===== src/hw/rtl/assert_macros.svh =====
// assertion helpers shared by the rtl files
`ifndef ASSERT_MACROS_SVH
`define ASSERT_MACROS_SVH

// checked only outside reset
`define CPPM_ASSERT(lbl, prop, msg) \
    lbl: assert property (@(posedge i_clk) disable iff (!i_rst_n) prop) \
        else $error(msg);

// checked on every edge, reset included
`define CPPM_ASSERT_ALWAYS(lbl, prop, msg) \
    lbl: assert property (@(posedge i_clk) prop) else $error(msg);

`endif


===== src/hw/rtl/cppm_pkg.sv =====
package cppm_pkg;

    localparam int unsigned NS_PER_US = 1000;

    localparam int TICKS_W   = 24;
    localparam int PERIOD_W  = 20;
    localparam int KIND_W    = 2;
    localparam int CHAN_W    = 5;
    localparam int VALUE_W   = 8;
    localparam int CFG_IDX_W = 8;

    // interval products (ticks * ns per tick) are held saturated at this width
    localparam int NS_W = 26;
    localparam logic [NS_W-1:0] NS_CAP = '1;

    // microsecond limits moved into the product domain, upper limits exclusive
    localparam logic [NS_W-1:0] SEP_MIN_NS  = NS_W'(50 * NS_PER_US);
    localparam logic [NS_W-1:0] SEP_LIM_NS  = NS_W'((900 + 1) * NS_PER_US);
    localparam logic [NS_W-1:0] CHAN_MIN_NS = NS_W'(700 * NS_PER_US);
    localparam logic [NS_W-1:0] CHAN_LIM_NS = NS_W'((2400 + 1) * NS_PER_US);
    localparam logic [NS_W-1:0] SYNC_MIN_NS = NS_W'(3000 * NS_PER_US);
    localparam logic [NS_W-1:0] SYNC_LIM_NS = NS_W'((40000 + 1) * NS_PER_US);

    localparam int unsigned MIN_FRAME_CH = 3;

    // value = floor((ns + 5 us) / 10 us), done as a reciprocal multiply
    localparam int Q_W         = 22;
    localparam int unsigned ROUND_NS  = 5 * NS_PER_US;
    localparam int unsigned VALUE_DIV = 10 * NS_PER_US;
    localparam int RECIP_SHIFT = 36;
    localparam int RECIP_W     = 23;
    localparam logic [RECIP_W-1:0] RECIP =
        RECIP_W'(((64'd1 << RECIP_SHIFT) + 64'(VALUE_DIV) - 64'd1) / 64'(VALUE_DIV));

    localparam logic [CFG_IDX_W-1:0] REG_SEPARATOR_LEVEL  = CFG_IDX_W'(0);
    localparam logic [CFG_IDX_W-1:0] REG_SAMPLE_PERIOD_NS = CFG_IDX_W'(1);

    typedef enum logic [KIND_W-1:0] {
        KIND_CHANNEL = 2'd0,
        KIND_FRAME   = 2'd1,
        KIND_ERROR   = 2'd2
    } t_kind;

    typedef struct packed {
        logic sep_level;
        logic [PERIOD_W-1:0] period;
    } t_cfg;

    typedef struct packed {
        logic rec_start;
        logic rec_end;
        logic level;
        logic [TICKS_W-1:0] ticks;
        logic [NS_W-1:0] ns;
    } t_run;

    typedef struct packed {
        t_kind kind;
        logic [CHAN_W-1:0] chan;
        logic [CHAN_W-1:0] frame;
        logic [Q_W-1:0] q;
    } t_result;

endpackage


===== src/hw/rtl/cppm_run_stage.sv =====
module cppm_run_stage (
    input  logic i_clk,
    input  logic i_rst_n,
    input  logic i_valid,
    input  logic i_level,
    input  logic [cppm_pkg::TICKS_W-1:0] i_ticks,
    input  logic i_start,
    input  logic i_end,
    input  logic [cppm_pkg::PERIOD_W-1:0] i_period,
    input  logic i_ready,
    output logic o_ready,
    output logic o_valid,
    output cppm_pkg::t_run o_run
);
    import cppm_pkg::*;

    localparam int PROD_W = TICKS_W + PERIOD_W;

    logic [PROD_W-1:0] w_prod;
    t_run n_run;
    t_run r_run;
    logic r_valid;

    assign w_prod = PROD_W'(i_ticks) * PROD_W'(i_period);

    always_comb begin
        n_run.rec_start = i_start;
        n_run.rec_end   = i_end;
        n_run.level     = i_level;
        n_run.ticks     = i_ticks;
        n_run.ns        = (|w_prod[PROD_W-1:NS_W]) ? NS_CAP : w_prod[NS_W-1:0];
    end

    assign o_ready = !r_valid || i_ready;
    assign o_valid = r_valid;
    assign o_run   = r_run;

    always_ff @(posedge i_clk) begin
        if (!i_rst_n) begin
            r_valid <= 1'b0;
        end else if (o_ready) begin
            r_valid <= i_valid;
        end
    end

    always_ff @(posedge i_clk) begin
        if (o_ready && i_valid) begin
            r_run <= n_run;
        end
    end

endmodule


===== src/hw/rtl/cppm_frame_track.sv =====
module cppm_frame_track #(
    parameter int MAX_CHANNELS = 16
) (
    input  logic i_clk,
    input  logic i_rst_n,
    input  logic i_valid,
    input  cppm_pkg::t_run i_run,
    input  cppm_pkg::t_cfg i_cfg,
    input  logic i_period_wr,
    input  logic [cppm_pkg::PERIOD_W-1:0] i_period_data,
    input  logic i_ready,
    output logic o_ready,
    output logic o_valid,
    output cppm_pkg::t_result o_res
);
    import cppm_pkg::*;

    localparam int CNT_W  = $clog2(MAX_CHANNELS + 1);
    localparam int CPROD_W = NS_W + PERIOD_W;

    logic [NS_W-1:0] r_elapsed_ticks, n_elapsed_ticks;
    logic [NS_W-1:0] r_elapsed_ns, n_elapsed_ns;
    logic r_have_sep, n_have_sep;
    logic r_frame_open, n_frame_open;
    logic [CNT_W-1:0] r_count, n_count;
    logic r_error, n_error;
    logic r_res_valid, n_res_valid;
    t_result r_res, n_res;

    logic w_fire;
    logic w_is_sep;
    logic w_width_ok;
    logic w_is_chan;
    logic w_is_sync;
    logic [NS_W:0] w_tick_sum;
    logic [NS_W:0] w_ns_sum;
    logic [CPROD_W-1:0] w_cfg_prod;

    assign o_ready = !r_res_valid || i_ready;
    assign o_valid = r_res_valid;
    assign o_res   = r_res;
    assign w_fire  = i_valid && o_ready;

    assign w_is_sep   = i_run.level == i_cfg.sep_level;
    assign w_width_ok = (i_run.ns >= SEP_MIN_NS) && (i_run.ns < SEP_LIM_NS);
    assign w_is_chan  = (r_elapsed_ns >= CHAN_MIN_NS) && (r_elapsed_ns < CHAN_LIM_NS);
    assign w_is_sync  = (r_elapsed_ns >= SYNC_MIN_NS) && (r_elapsed_ns < SYNC_LIM_NS);
    assign w_tick_sum = {1'b0, r_elapsed_ticks} + (NS_W+1)'(i_run.ticks);
    assign w_ns_sum   = {1'b0, r_elapsed_ns} + {1'b0, i_run.ns};

    // a new period rescales the interval already counted
    assign w_cfg_prod = CPROD_W'(r_elapsed_ticks) * CPROD_W'(i_period_data);

    always_comb begin
        n_elapsed_ticks = r_elapsed_ticks;
        n_elapsed_ns    = r_elapsed_ns;
        n_have_sep      = r_have_sep;
        n_frame_open    = r_frame_open;
        n_count         = r_count;
        n_error         = r_error;
        n_res_valid     = 1'b0;
        n_res           = '0;
        if (w_fire) begin
            priority if (i_run.rec_start) begin
                n_elapsed_ticks = '0;
                n_elapsed_ns    = '0;
                n_have_sep      = 1'b0;
                n_frame_open    = 1'b0;
                n_count         = '0;
                n_error         = 1'b0;
            end else if (i_run.rec_end || r_error) begin
                // run skipped
            end else if (!w_is_sep) begin
                n_elapsed_ticks = w_tick_sum[NS_W] ? NS_CAP : w_tick_sum[NS_W-1:0];
                n_elapsed_ns    = w_ns_sum[NS_W] ? NS_CAP : w_ns_sum[NS_W-1:0];
            end else if (!w_width_ok) begin
                n_error     = 1'b1;
                n_res_valid = 1'b1;
                n_res.kind  = KIND_ERROR;
            end else if (!r_have_sep) begin
                n_have_sep      = 1'b1;
                n_elapsed_ticks = NS_W'(i_run.ticks);
                n_elapsed_ns    = i_run.ns;
            end else begin
                n_elapsed_ticks = NS_W'(i_run.ticks);
                n_elapsed_ns    = i_run.ns;
                priority if (w_is_chan) begin
                    // channels before the first sync are dropped
                    if (r_frame_open) begin
                        if (r_count >= CNT_W'(MAX_CHANNELS)) begin
                            n_error     = 1'b1;
                            n_res_valid = 1'b1;
                            n_res.kind  = KIND_ERROR;
                        end else begin
                            n_count     = r_count + 1'b1;
                            n_res_valid = 1'b1;
                            n_res.kind  = KIND_CHANNEL;
                            n_res.chan  = CHAN_W'(n_count);
                            n_res.q     = Q_W'(r_elapsed_ns) + Q_W'(ROUND_NS);
                        end
                    end
                end else if (!w_is_sync) begin
                    n_error     = 1'b1;
                    n_res_valid = 1'b1;
                    n_res.kind  = KIND_ERROR;
                end else if (r_frame_open) begin
                    if (r_count < CNT_W'(MIN_FRAME_CH)) begin
                        n_error     = 1'b1;
                        n_res_valid = 1'b1;
                        n_res.kind  = KIND_ERROR;
                    end else begin
                        n_count     = '0;
                        n_res_valid = 1'b1;
                        n_res.kind  = KIND_FRAME;
                        n_res.frame = CHAN_W'(r_count);
                    end
                end else begin
                    n_frame_open = 1'b1;
                    n_count      = '0;
                end
            end
        end else if (i_period_wr) begin
            n_elapsed_ns = (|w_cfg_prod[CPROD_W-1:NS_W]) ? NS_CAP : w_cfg_prod[NS_W-1:0];
        end
    end

    always_ff @(posedge i_clk) begin
        if (!i_rst_n) begin
            r_elapsed_ticks <= '0;
            r_elapsed_ns    <= '0;
            r_have_sep      <= 1'b0;
            r_frame_open    <= 1'b0;
            r_count         <= '0;
            r_error         <= 1'b0;
            r_res_valid     <= 1'b0;
        end else begin
            r_elapsed_ticks <= n_elapsed_ticks;
            r_elapsed_ns    <= n_elapsed_ns;
            r_have_sep      <= n_have_sep;
            r_frame_open    <= n_frame_open;
            r_count         <= n_count;
            r_error         <= n_error;
            if (o_ready) begin
                r_res_valid <= n_res_valid;
            end
        end
    end

    always_ff @(posedge i_clk) begin
        if (n_res_valid) begin
            r_res <= n_res;
        end
    end

    `include "assert_macros.svh"

    `CPPM_ASSERT(a_count_limit, r_count <= CNT_W'(MAX_CHANNELS), "channel count above limit")
    `CPPM_ASSERT(a_open_has_sep, r_frame_open |-> r_have_sep, "frame open without separator")
    `CPPM_ASSERT(a_err_latches, (n_res_valid && n_res.kind == KIND_ERROR) |=> r_error, "error not latched")
    `CPPM_ASSERT(a_err_quiet, r_error |-> !n_res_valid, "result while error latched")
    `CPPM_ASSERT(a_chan_in_frame, (n_res_valid && n_res.kind == KIND_CHANNEL) |-> r_frame_open, "channel outside frame")

endmodule


===== src/hw/rtl/cppm_out_stage.sv =====
module cppm_out_stage (
    input  logic i_clk,
    input  logic i_rst_n,
    input  logic i_valid,
    input  cppm_pkg::t_result i_res,
    input  logic i_out_stall,
    output logic o_ready,
    output logic o_out_valid,
    output logic [cppm_pkg::KIND_W-1:0] o_kind,
    output logic [cppm_pkg::CHAN_W-1:0] o_channel_number,
    output logic [cppm_pkg::VALUE_W-1:0] o_value_10us,
    output logic [cppm_pkg::CHAN_W-1:0] o_frame_channels
);
    import cppm_pkg::*;

    localparam int VPROD_W = Q_W + RECIP_W;

    logic [VPROD_W-1:0] w_prod;
    logic [VALUE_W-1:0] w_value;
    logic r_valid;
    logic [KIND_W-1:0] r_kind;
    logic [CHAN_W-1:0] r_chan;
    logic [VALUE_W-1:0] r_value;
    logic [CHAN_W-1:0] r_frame;

    // q is zero for anything but a channel, so the value comes out zero there
    assign w_prod  = VPROD_W'(i_res.q) * VPROD_W'(RECIP);
    assign w_value = w_prod[RECIP_SHIFT +: VALUE_W];

    assign o_ready          = !r_valid || !i_out_stall;
    assign o_out_valid      = r_valid;
    assign o_kind           = r_kind;
    assign o_channel_number = r_chan;
    assign o_value_10us     = r_value;
    assign o_frame_channels = r_frame;

    always_ff @(posedge i_clk) begin
        if (!i_rst_n) begin
            r_valid <= 1'b0;
        end else if (o_ready) begin
            r_valid <= i_valid;
        end
    end

    always_ff @(posedge i_clk) begin
        if (o_ready && i_valid) begin
            r_kind  <= i_res.kind;
            r_chan  <= i_res.chan;
            r_value <= w_value;
            r_frame <= i_res.frame;
        end
    end

    `include "assert_macros.svh"

    `CPPM_ASSERT_ALWAYS(a_reset_empty, !i_rst_n |=> !r_valid, "output valid after reset")
    `CPPM_ASSERT(a_value_chan_only, (r_valid && r_kind != KIND_CHANNEL) |-> r_value == '0, "value on non-channel")

endmodule


===== src/hw/rtl/cppm_frame_decoder.sv =====
// CPPM sum-signal decoder working on level runs. Each accepted transaction is one
// run (level, length in sample ticks, record start and end marks); a run yields at
// most one result: a channel with its 1-based number and value in 10 us steps, a
// closed frame with its channel count, or an error that holds until the next
// record start. One run is accepted per clock unless the input stalls; a result
// passes the tick-period multiply, the frame tracker and the rounding multiply,
// each ending in a register. The input stalls only when a result waits at the
// output and every stage behind it is full. No clearing pass after reset.
// Registers: index 0 separator level (reset 1), index 1 sample period in ns
// (reset 1000); write them only while no run is in flight.
module cppm_frame_decoder #(
    parameter int MAX_CHANNELS = 16
) (
    input  logic i_clk,
    input  logic i_rst_n,
    input  logic i_in_valid,
    output logic o_in_stall,
    input  logic i_run_level,
    input  logic [cppm_pkg::TICKS_W-1:0] i_run_ticks,
    input  logic i_record_start,
    input  logic i_record_end,
    output logic o_out_valid,
    input  logic i_out_stall,
    output logic [cppm_pkg::KIND_W-1:0] o_kind,
    output logic [cppm_pkg::CHAN_W-1:0] o_channel_number,
    output logic [cppm_pkg::VALUE_W-1:0] o_value_10us,
    output logic [cppm_pkg::CHAN_W-1:0] o_frame_channels,
    input  logic i_cfg_valid,
    output logic o_cfg_ready,
    input  logic [cppm_pkg::CFG_IDX_W-1:0] i_cfg_index,
    input  logic [cppm_pkg::PERIOD_W-1:0] i_cfg_data
);
    import cppm_pkg::*;

    t_cfg r_cfg;
    logic w_cfg_wr;
    logic w_period_wr;
    logic w_s1_ready, w_s1_valid;
    t_run w_s1_run;
    logic w_s2_ready, w_s2_valid;
    t_result w_s2_res;
    logic w_s3_ready;

    assign o_cfg_ready = 1'b1;
    assign w_cfg_wr    = i_cfg_valid && o_cfg_ready;
    assign w_period_wr = w_cfg_wr && (i_cfg_index == REG_SAMPLE_PERIOD_NS);
    assign o_in_stall  = !w_s1_ready;

    always_ff @(posedge i_clk) begin
        if (!i_rst_n) begin
            r_cfg.sep_level <= 1'b1;
            r_cfg.period    <= PERIOD_W'(NS_PER_US);
        end else if (w_cfg_wr) begin
            priority if (i_cfg_index == REG_SEPARATOR_LEVEL) begin
                r_cfg.sep_level <= i_cfg_data[0];
            end else if (i_cfg_index == REG_SAMPLE_PERIOD_NS) begin
                r_cfg.period <= i_cfg_data;
            end
        end
    end

    cppm_run_stage u_run (
        .i_clk    (i_clk),
        .i_rst_n  (i_rst_n),
        .i_valid  (i_in_valid),
        .i_level  (i_run_level),
        .i_ticks  (i_run_ticks),
        .i_start  (i_record_start),
        .i_end    (i_record_end),
        .i_period (r_cfg.period),
        .i_ready  (w_s2_ready),
        .o_ready  (w_s1_ready),
        .o_valid  (w_s1_valid),
        .o_run    (w_s1_run)
    );

    cppm_frame_track #(
        .MAX_CHANNELS (MAX_CHANNELS)
    ) u_track (
        .i_clk         (i_clk),
        .i_rst_n       (i_rst_n),
        .i_valid       (w_s1_valid),
        .i_run         (w_s1_run),
        .i_cfg         (r_cfg),
        .i_period_wr   (w_period_wr),
        .i_period_data (i_cfg_data),
        .i_ready       (w_s3_ready),
        .o_ready       (w_s2_ready),
        .o_valid       (w_s2_valid),
        .o_res         (w_s2_res)
    );

    cppm_out_stage u_out (
        .i_clk            (i_clk),
        .i_rst_n          (i_rst_n),
        .i_valid          (w_s2_valid),
        .i_res            (w_s2_res),
        .i_out_stall      (i_out_stall),
        .o_ready          (w_s3_ready),
        .o_out_valid      (o_out_valid),
        .o_kind           (o_kind),
        .o_channel_number (o_channel_number),
        .o_value_10us     (o_value_10us),
        .o_frame_channels (o_frame_channels)
    );

endmodule

===== config.mk =====
export PLATFORM = sky130hd
export DESIGN_NAME = cppm_frame_decoder
export DESIGN_NICKNAME = d
export VERILOG_FILES = /design/src/hw/rtl/cppm_pkg.sv /design/src/hw/rtl/cppm_run_stage.sv /design/src/hw/rtl/cppm_frame_track.sv /design/src/hw/rtl/cppm_out_stage.sv /design/src/hw/rtl/cppm_frame_decoder.sv
export VERILOG_INCLUDE_DIRS = /design/src /design/src/hw/rtl
export SDC_FILE = /design/constraint.sdc
export NUM_CORES = 2
export LEC_CHECK = 0
export ABC_AREA = 1
export BUFFER_PORTS_ARGS = -buffer_cell sky130_fd_sc_hd__buf_2
export CAP_MARGIN = 20
export CORE_MARGIN = 2
export CORE_UTILIZATION = 57
export DETAILED_ROUTE_END_ITERATION = 10
export PLACE_DENSITY_LB_ADDON = 0.05
export SYNTH_ARGS = -nofsm -noshare
export SYNTH_HDL_FRONTEND = slang
export SYNTH_SLANG_ARGS = --single-unit

===== constraint.sdc =====
create_clock -name i_clk -period 10.47 [get_ports i_clk]
set_clock_uncertainty 0.2 [all_clocks]
set_input_delay 2.094 -clock i_clk [delete_from_list [all_inputs] [get_ports i_clk]]
set_output_delay 2.094 -clock i_clk [all_outputs]
set_load 0.01 [all_outputs]

==> impl_metrics.py <==
metrics = {
    "outcome": {
        "status": "finished, final reports clean",
    },
    "yosys": {
        "synth_fa_ha_area_share_pct": 48.6,
        "netlist_top_cells_count": "inv_1, nand2_1, fa_1",
        "async_reset_ff_share_pct": 0,
        "synth_compound_area_share_pct": 5.80,
        "synth-seq-cells": 191,
        "synth_area_per_cell_um2": 7.52,
        "muxShareOfSynthArea_pct": 0,
        "synth.area.top_cells": "fa_1, inv_1, ha_1, nand2_1, edfxtp_1",
        "synthSimpleGateAreaFrac_pct": 18.0,
        "synth.most_common_cell": "inv_1",
        "syn_area_um2": 55400,
        "ys.flop_type": "edfxtp_1",
        "synth_top_area_cell": "fa_1",
        "synth-edff-count": 107,
        "ys_seq_area_share_pct": 8.84,
        "yosysUniqueCellTypes": 61,
        "synth_top_area_share_pct": 36.1,
        "synth_top_family_by_area": "adder cells",
        "synth-xor-area-share_pct": 1.99,
        "synth_cells": 7364,
        "ys_warn_count": 0,
        "syn_nets": 8974,
    },
    "global_route": {
        "grt_pass1_wl_um": 255000,
        "grt_pass1_vias": 46000,
        "grt_overflow": 0,
        "grt_max_degree": 55,
        "grt_antenna_before_repair": 3,
        "grtUsageTotal_pct": 33.0,
    },
    "detailed_routing": {
        "drc": 0,
        "post_drt_wl_per_cell_um": 18.7,
        "firstDrtPassIters": 5,
        "vias": 45700,
        "vias_per_cell": 5.35,
        "drt-total-wl_um": 160000,
        "antenna_left": 0,
        "drt_iter0_markers": 3462,
    },
    "critical_path": {
        "slowest_delay_ps": 620,
        "critPathArrivalTime_ps": 9280,
        "worstReg2RegStart": "u_track.r_elapsed_ticks[11]$_SDFFE_PN0P_",
        "cp-start-kind": "primary input",
        "worstSetupStartpoint": "i_cfg_data[12]",
        "critPathRequiredTime_ps": 10660,
        "crit_path_top_delay_cell": "buf_2",
        "r2r_cells": 30,
        "path_class": "in2reg",
        "reg2reg_slack_ps": 2380,
        "cp-end-kind": "flip-flop",
        "crit_fanout": 27,
        "reg2reg_to": "u_track.r_elapsed_ns[0]$_SDFFE_PN0P_",
    },
    "timing": {
        "finalMaxSlewViolations": 0,
        "fin_crit_sh_pct": 86.8,
        "relSlewSlack_pct": 34.5,
        "final.min_clock_period_ps": 9090,
        "fmax_mhz": 110,
        "rsz0062_at_grt": "false",
        "hold_violations": 0,
        "worst_pin_slew_ps": 981,
        "fin_tns_setup_ps": 0,
        "setup_viol": 0,
    },
    "floorplanning": {
        "core_um2": 96400,
        "dieArea_um2": 99600,
        "floorplan.initialDensity_pct": 57.4,
        "rows": 114,
        "die_x_um": 316,
        "die_h_um": 316,
        "ios": 83,
    },
    "placed_design": {
        "io_buffers": 81,
        "gp_congestion": 1.03,
        "dp_cells": 8513,
        "post-dp-hpwl_um": 129000,
    },
    "min_path": {
        "hold_start": "u_track.o_res[26]$_SDFFCE_PP0P_",
        "min_to": "u_out.o_frame_channels[4]$_DFFE_PP_",
        "hold_class": "reg2reg",
        "hold_depth": 0,
    },
    "power": {
        "swShare_pct": 56.8,
        "p_leak_nw": 33.4,
        "p_per_area_nw_per_um2": 126,
        "intPower_w": 0.00313,
        "max-vdd-ir-drop_uv": 154,
        "clock_power_share_pct": 9.6,
        "combPwrFrac_pct": 78.1,
        "seqPwrFrac_pct": 12.3,
        "switching_power_w": 0.00411,
    },
    "clock_tree": {
        "cts_root_buffer": "clkbuf_16",
        "cts-htree-levels": 4,
        "cts_setup_buffers": 0,
        "clockBufferDepth": 2,
        "cts-buffers-inserted": 17,
        "numClockSinks": 191,
        "cts_hold_buf": 0,
        "cts_tree": "built",
        "clk_pin_slew_worst_paths_ps": 80,
        "cts_resized": 0,
        "clock_latency_ps": 500,
    },
    "run": {
        "maxCapViolCount": 0,
    },
    "final_layout": {
        "final_layout_size_suffix_gt1_share_pct": 3.35,
        "nets": 8871,
        "final_cells": 8551,
        "area_growth_pct": 3.84,
    },
}
## critical path: cells and delay by family
family	cells	cell delay (ps)
and+or+nand+nor	14	2320
adders and majority gates	8	3790
AOI/OAI and AO/OA	1	60
buffers and inverters	7	950
## placed cells by master (no fill, tap or decap), types with 19 or more instances in the layout
cell / count
a21oi_1: 281
fa_1: 998
buf_4: 66
xor2_1: 57
ha_1: 552
nand3_1: 129
nand4_1: 88
inv_1: 2161
o211ai_1: 20
o21a_1: 19
o21ai_0: 125
nand2_1: 1798
dfxtp_1: 84
nor3_1: 32
nor2_1: 375
edfxtp_1: 107
xnor2_1: 69
a31oi_1: 22
buf_2: 81
o21bai_1: 21
## area by class of cell
class / count / area, um2
Clock buffer: 19 / 443
Fill cell: 9205 / 38900
Sequential cell: 191 / 4890
Multi-Input combinational cell: 4727 / 41200
Inverter: 2170 / 8150
Tap cell: 1276 / 1600
Clock inverter: 13 / 138
Timing Repair Buffer: 154 / 1060
Antenna cell: 1 / 2.50
## state kept, by name (all words and copies together), names as in the netlist
register / cells
r_cfg: 21
u_out.o_channel_number: 5
u_out.o_frame_channels: 5
u_out.o_kind: 2
u_out.o_out_valid: 1
u_out.o_value_10us: 8
u_run.o_run: 53
u_run.o_valid: 1
u_track.o_res: 34
u_track.o_valid: 1
u_track.r_count: 5
u_track.r_elapsed_ns: 26
u_track.r_elapsed_ticks: 26
u_track.r_error: 1
u_track.r_frame_open: 1
u_track.r_have_sep: 1
## how the worst max path moves through the flow
stage,endpoint,slack [ps],cells past startpoint
floorplan,u_track.r_elapsed_ns[10]$_SDFFE_PN0P_,2020,33
global placement,u_run.o_run[5]$_SDFFCE_PP1P_,1010,28
detailed placement,u_run.o_run[5]$_SDFFCE_PP1P_,960,26
CTS,u_run.o_run[5]$_SDFFCE_PP1P_,1480,26
global route,u_run.o_run[18]$_SDFFCE_PP1P_,950,28
finish,u_track.r_elapsed_ns[0]$_SDFFE_PN0P_,1380,30
## routing by layer
layer  vias to the layer above  global-route usage [%]  share of wire (%)
met5                         -                       0              0.015
met4                         4                    8.07                2.7
met3                       289                    4.62                7.8
met2                      1778                    52.1                 45
met1                     22400                    48.2                 44
li1                      21200                       -                  -
## through the flow
step	utilization (%)	hold slack (ps)	cell area [um2]	setup WS [ps]	power, W
final	59.6	225	57500	1380	0.00725
after detailed placement	58.9	205	56800	958	0.00648
after global placement	58.8	202	56700	1010	0.00646
after CTS	59.5	224	57400	1480	0.00721
after floorplan	-	200	55400	2020	0.00491
after global routing	59.6	237	57500	954	0.00800
## cells by family after synthesis
family,Yosys count
compound gates,564
xor+xnor,126
fa+ha+maj,1550
buf+inv,2446
flops,191
other cells,1
simple gates,2486
## power by group through the flow
stage          Combinational [W]  Sequential (W)  Clock, W
6_report                 0.00566        0.000891  0.000694
3_5_place_dp             0.00557        0.000907         0
3_3_place_gp             0.00556        0.000907         0
5_1_grt                  0.00637        0.000894  0.000727
4_1_cts                  0.00562        0.000890  0.000701
2_1_floorplan            0.00403        0.000877         0
Note: power is estimated with default switching activity, not from simulation.
